===== src/rtl/core/assert_macros.svh =====
// ----------------------------------------------------------------------------
// assert_macros.svh
// shared concurrent assertion macros for the pixel map core
// ----------------------------------------------------------------------------
`ifndef ASSERT_MACROS_SVH
`define ASSERT_MACROS_SVH

// clocked check, masked while reset is active
`define BDP_ASSERT(lbl, clk, rstn, prop, msg) \
  lbl: assert property (@(posedge clk) disable iff (!rstn) prop) else $error(msg);

// clocked check that also holds during reset
`define BDP_ASSERT_ALWAYS(lbl, clk, prop, msg) \
  lbl: assert property (@(posedge clk) prop) else $error(msg);

`endif


===== src/rtl/core/bdp_fifo.sv =====
// ----------------------------------------------------------------------------
// bdp_fifo
// small register queue, depth two or more
// ----------------------------------------------------------------------------
module bdp_fifo #(
  parameter int WIDTH = 8,
  parameter int DEPTH = 2
) (
  input  logic             clk,
  input  logic             rst_n,
  input  logic             push,
  input  logic [WIDTH-1:0] din,
  output logic             full,
  input  logic             pop,
  output logic [WIDTH-1:0] dout,
  output logic             empty
);

  localparam int AW = $clog2(DEPTH);
  localparam int CW = $clog2(DEPTH + 1);

  logic [WIDTH-1:0] mem_r [DEPTH];
  logic [AW-1:0]    wp_r, rp_r;
  logic [CW-1:0]    cnt_r;
  logic             do_push, do_pop;

  assign full    = (cnt_r == CW'(DEPTH));
  assign empty   = (cnt_r == '0);
  assign do_push = push & ~full;
  assign do_pop  = pop & ~empty;
  assign dout    = mem_r[rp_r];

  always_ff @(posedge clk) begin
    if (do_push) begin
      mem_r[wp_r] <= din;
    end
  end

  always_ff @(posedge clk) begin
    if (!rst_n) begin
      wp_r  <= '0;
      rp_r  <= '0;
      cnt_r <= '0;
    end else begin
      if (do_push) begin
        wp_r <= (wp_r == AW'(DEPTH - 1)) ? '0 : wp_r + 1'b1;
      end
      if (do_pop) begin
        rp_r <= (rp_r == AW'(DEPTH - 1)) ? '0 : rp_r + 1'b1;
      end
      if (do_push && !do_pop) begin
        cnt_r <= cnt_r + 1'b1;
      end else if (do_pop && !do_push) begin
        cnt_r <= cnt_r - 1'b1;
      end
    end
  end

endmodule


===== config.mk =====
export PLATFORM = sky130hd
export DESIGN_NAME = bdp_fifo
export DESIGN_NICKNAME = d
export VERILOG_FILES = /design/src/rtl/core/assert_macros.svh /design/src/rtl/core/bdp_fifo.sv
export SDC_FILE = /design/constraint.sdc
export NUM_CORES = 1
export LEC_CHECK = 0
export BUFFER_PORTS_ARGS = -buffer_cell sky130_fd_sc_hd__buf_2
export CAP_MARGIN = 20
export CELL_PAD_IN_SITES_DETAIL_PLACEMENT = 0
export CELL_PAD_IN_SITES_GLOBAL_PLACEMENT = 2
export CORE_MARGIN = 2
export CORE_UTILIZATION = 36
export CTS_CLUSTER_SIZE = 16
export DETAILED_ROUTE_END_ITERATION = 10
export GPL_TIMING_DRIVEN = 0
export PLACE_DENSITY_LB_ADDON = 0.25
export SLEW_MARGIN = 25
export SYNTH_ARGS = -nofsm -noshare
export SYNTH_HDL_FRONTEND = slang
export SYNTH_SLANG_ARGS = --single-unit
export TNS_END_PERCENT = 50

===== constraint.sdc =====
create_clock -name clk -period 2.5 [get_ports clk]
set_input_delay 0.125 -clock clk [delete_from_list [all_inputs] [get_ports clk]]
set_output_delay 0.125 -clock clk [all_outputs]
set_load 0.005 [all_outputs]

==> impl_metrics.yaml <==
run_status:
  status: "finished clean"
worst_setup_path:
  crit_family: "simple AND/OR/NAND/NOR gates"
  cp-end-kind: "flop"
  required_ns: 2.44
  cp_slowest_cell: "nor3_2"
  startpoint_type: "flop"
  max_stage_delay_ns: 0.55
  ff2ff_setup_slack_ns: 0.93
  path_cells: "nand2b_1 -> inv_2 -> nor3_2"
  r2r_cells: 3
  crit_type: "flop to flop"
  worstSetupPathDepth: 3
  setup.worst_path.start: "cnt_r[0]$_SDFFE_PN0P_"
  r2r-start: "cnt_r[0]$_SDFFE_PN0P_"
  r2r_end: "mem_r[0][2]$_DFFE_PP_"
  crit_buf_inv: 1
  crit_fanout: 9
  arrival_ns: 1.51
layout:
  nets: 97
  multiInputGateArea_um2: 216
  layoutNonFillerInstCount: 111
  antenna_cells: 0
  register_area_um2: 581
  final_cell_mix: "22 x buf_2, 16 x edfxtp_1, 8 x mux2_2, 8 x dlygate4sd3_1, 5 x dfxtp_1"
  area_growth_pct: 30.6
  drive_above_1_share_pct: 43.4
  final_area_um2: 1060
  fin_util_pct: 48.7
  fill_cells: 211
  layout_commonest_cell: "buf_2"
routing:
  drt-wirelength-per-cell_um: 11.2
  drcViolationCount: 0
  via_per_inst: 4.32
  dr.pass1.iters: 2
  ant_nets: 0
  drtIter0Drc: 2
  routed-via-count: 480
  finalWirelength_um: 1240
grt:
  grt_overflow_total: 0
  grt_pass1_vias: 406
  grt_max_degree: 13
  grt_pass1_wl_um: 1800
  antenna_found_initial: 0
  grt_use_total_pct: 9.85
floorplanning:
  fp.dieH_um: 51.4
  initial_utilization_pct: 37.3
  die_x_um: 51.4
  core_region_area_um2: 2170
  die-area_um2: 2640
  io_pins: 22
  fp-row-count: 17
flow_run:
  drv_cap: 0
sta:
  skew_ns: 0.00238
  slew_violations: 0
  timing.final.hold_violations: 0
  worstMarginPinSlew_ns: 0.722
  fmax_mhz: 637
  setup_viol: 0
  period_share_pct: 62.8
  rsz0062_at_grt: "false"
  min_period_ns: 1.57
  maxSlewHeadroom_pct: 51.6
  setup_tns_ns: 0
  whs_ns: 0.0849
clock_network:
  path_clk_slew_ns: 0.11
  htree_levels: 1
  cts_tree: "built"
  cts_inserted_buffers: 3
  cts_buffer_depth: 2
  clock_latency_ns: 0.29
  cts_setup_buffers: 0
  cts_root_buf: "clkbuf_4"
  cts_sinks: 21
min_path:
  holdCritPathClass: "primary input to flop"
  hp-start: "rst_n"
  hold_path_end: "wp_r$_SDFFE_PN0N_"
  hold_depth: 2
logic_synthesis:
  synthFlopType: "edfxtp_1"
  syn_area_um2: 810
  ys_async_sr_fraction_pct: 0
  synth_nets: 63
  syn-instance-count: 50
  yosysUniqueCellTypes: 20
  synth_seq_area_share_pct: 71.7
  avgSynthCellArea_um2: 16.2
  ys_warn_count: 0
  yosys_register_bits: 21
  synth_enable_flop_cells: 16
pwr:
  combPwrFrac_pct: 31.7
  power_leakage_nw: 0.420
  p_int_mw: 0.666
  p_sw_mw: 0.256
  power_frac_clock_pct: 16.8
  swShare_pct: 27.8
  seq_power_share_pct: 51.5
  vdd_drop_max_v: 0.000363
  power_per_cell_area_nw_per_um2: 873
place:
  dp.cells: 99
  place_congestion: 0.647
  portBuffers: 21
  dp.final_hpwl_um: 809
  dpl-instance-area_um2: 950
## kinds of logic (layout without fill, tap and decap cells)
group / Yosys count / count (layout) / synth area share [%]
buffers and inverters: 3 / 36 / 1.54
XOR/XNOR: 3 / 3 / 3.25
adder cells (fa/ha/maj): 1 / 1 / 1.55
AO/OA/AOI/OAI: 5 / 5 / 4.02
multiplexers: 8 / 8 / 11.1
AND/OR/NAND/NOR: 9 / 9 / 6.80
flip-flops: 21 / 21 / 71.7
## layer usage
layer	GRT usage, %	part of all wire (%)	vias to the layer above
li1	-	-	248
met1	13.0	48	219
met2	14.7	49	11
met3	2.63	3.0	2
met4	5.26	0.48	0
met5	0	0	-
## power groups by stage
stage	clock network (mW)	logic, mW	registers (mW)
after floorplan	0	0.197	0.476
after global placement	0	0.287	0.482
after detailed placement	0	0.287	0.484
after CTS	0.163	0.289	0.476
after global routing	0.181	0.329	0.485
final	0.155	0.293	0.475
## cell usage after synthesis (2+ instances only)
| cell type | instances | area, µm² |
|---|---|---|
| and2_1 | 3 | 18.8 |
| xnor2_1 | 2 | 17.5 |
| edfxtp_1 | 16 | 480 |
| nor2_1 | 2 | 7.51 |
| dfxtp_1 | 5 | 100 |
| mux2_2 | 8 | 90.1 |
## cell type report
class,count,share of cell area [%]
clock inverter,1,0.473
buffer,1,0.473
multi-input combinational,26,20.5
clock buffer,3,2.13
inverter,2,0.710
sequential,21,54.9
timing repair buffer,29,17.5
tap,28,3.31
## worst register-to-register path: stages, from the launching register on
cell and delay [ns]:
dfxtp_1 0.43, nand2b_1 0.18, inv_2 0.06, nor3_2 0.55
## how the worst max path moves through the flow
| stage | slack (ns) | endpoint |
|---|---|---|
| after floorplan | 1.05 | cnt_r[1]$_SDFFE_PN0P_ |
| after global placement | 0.90 | mem_r[0][5]$_DFFE_PP_ |
| after detailed placement | 0.91 | mem_r[0][5]$_DFFE_PP_ |
| after CTS | 0.89 | mem_r[0][1]$_DFFE_PP_ |
| after global routing | 0.78 | cnt_r[1]$_SDFFE_PN0P_ |
| final | 0.93 | mem_r[0][2]$_DFFE_PP_ |
## registers in the layout (all words and copies together) (netlist names), named ones only
signal and flops:
wp_r 1, rp_r 1, mem_r 16, cnt_r 2
## stage by stage
step	worst slack, ns	total power, mW
2_1_floorplan	1.05	0.673
3_3_place_gp	0.898	0.768
3_5_place_dp	0.911	0.770
4_1_cts	0.893	0.928
5_1_grt	0.783	0.995
6_report	0.930	0.923
## timing repair
action | CTS | global route
gates resized for setup | 0 | 0
hold endpoints to repair | 0 | 16
hold buffers | 0 | 8
(Power assumes the default switching activity.)
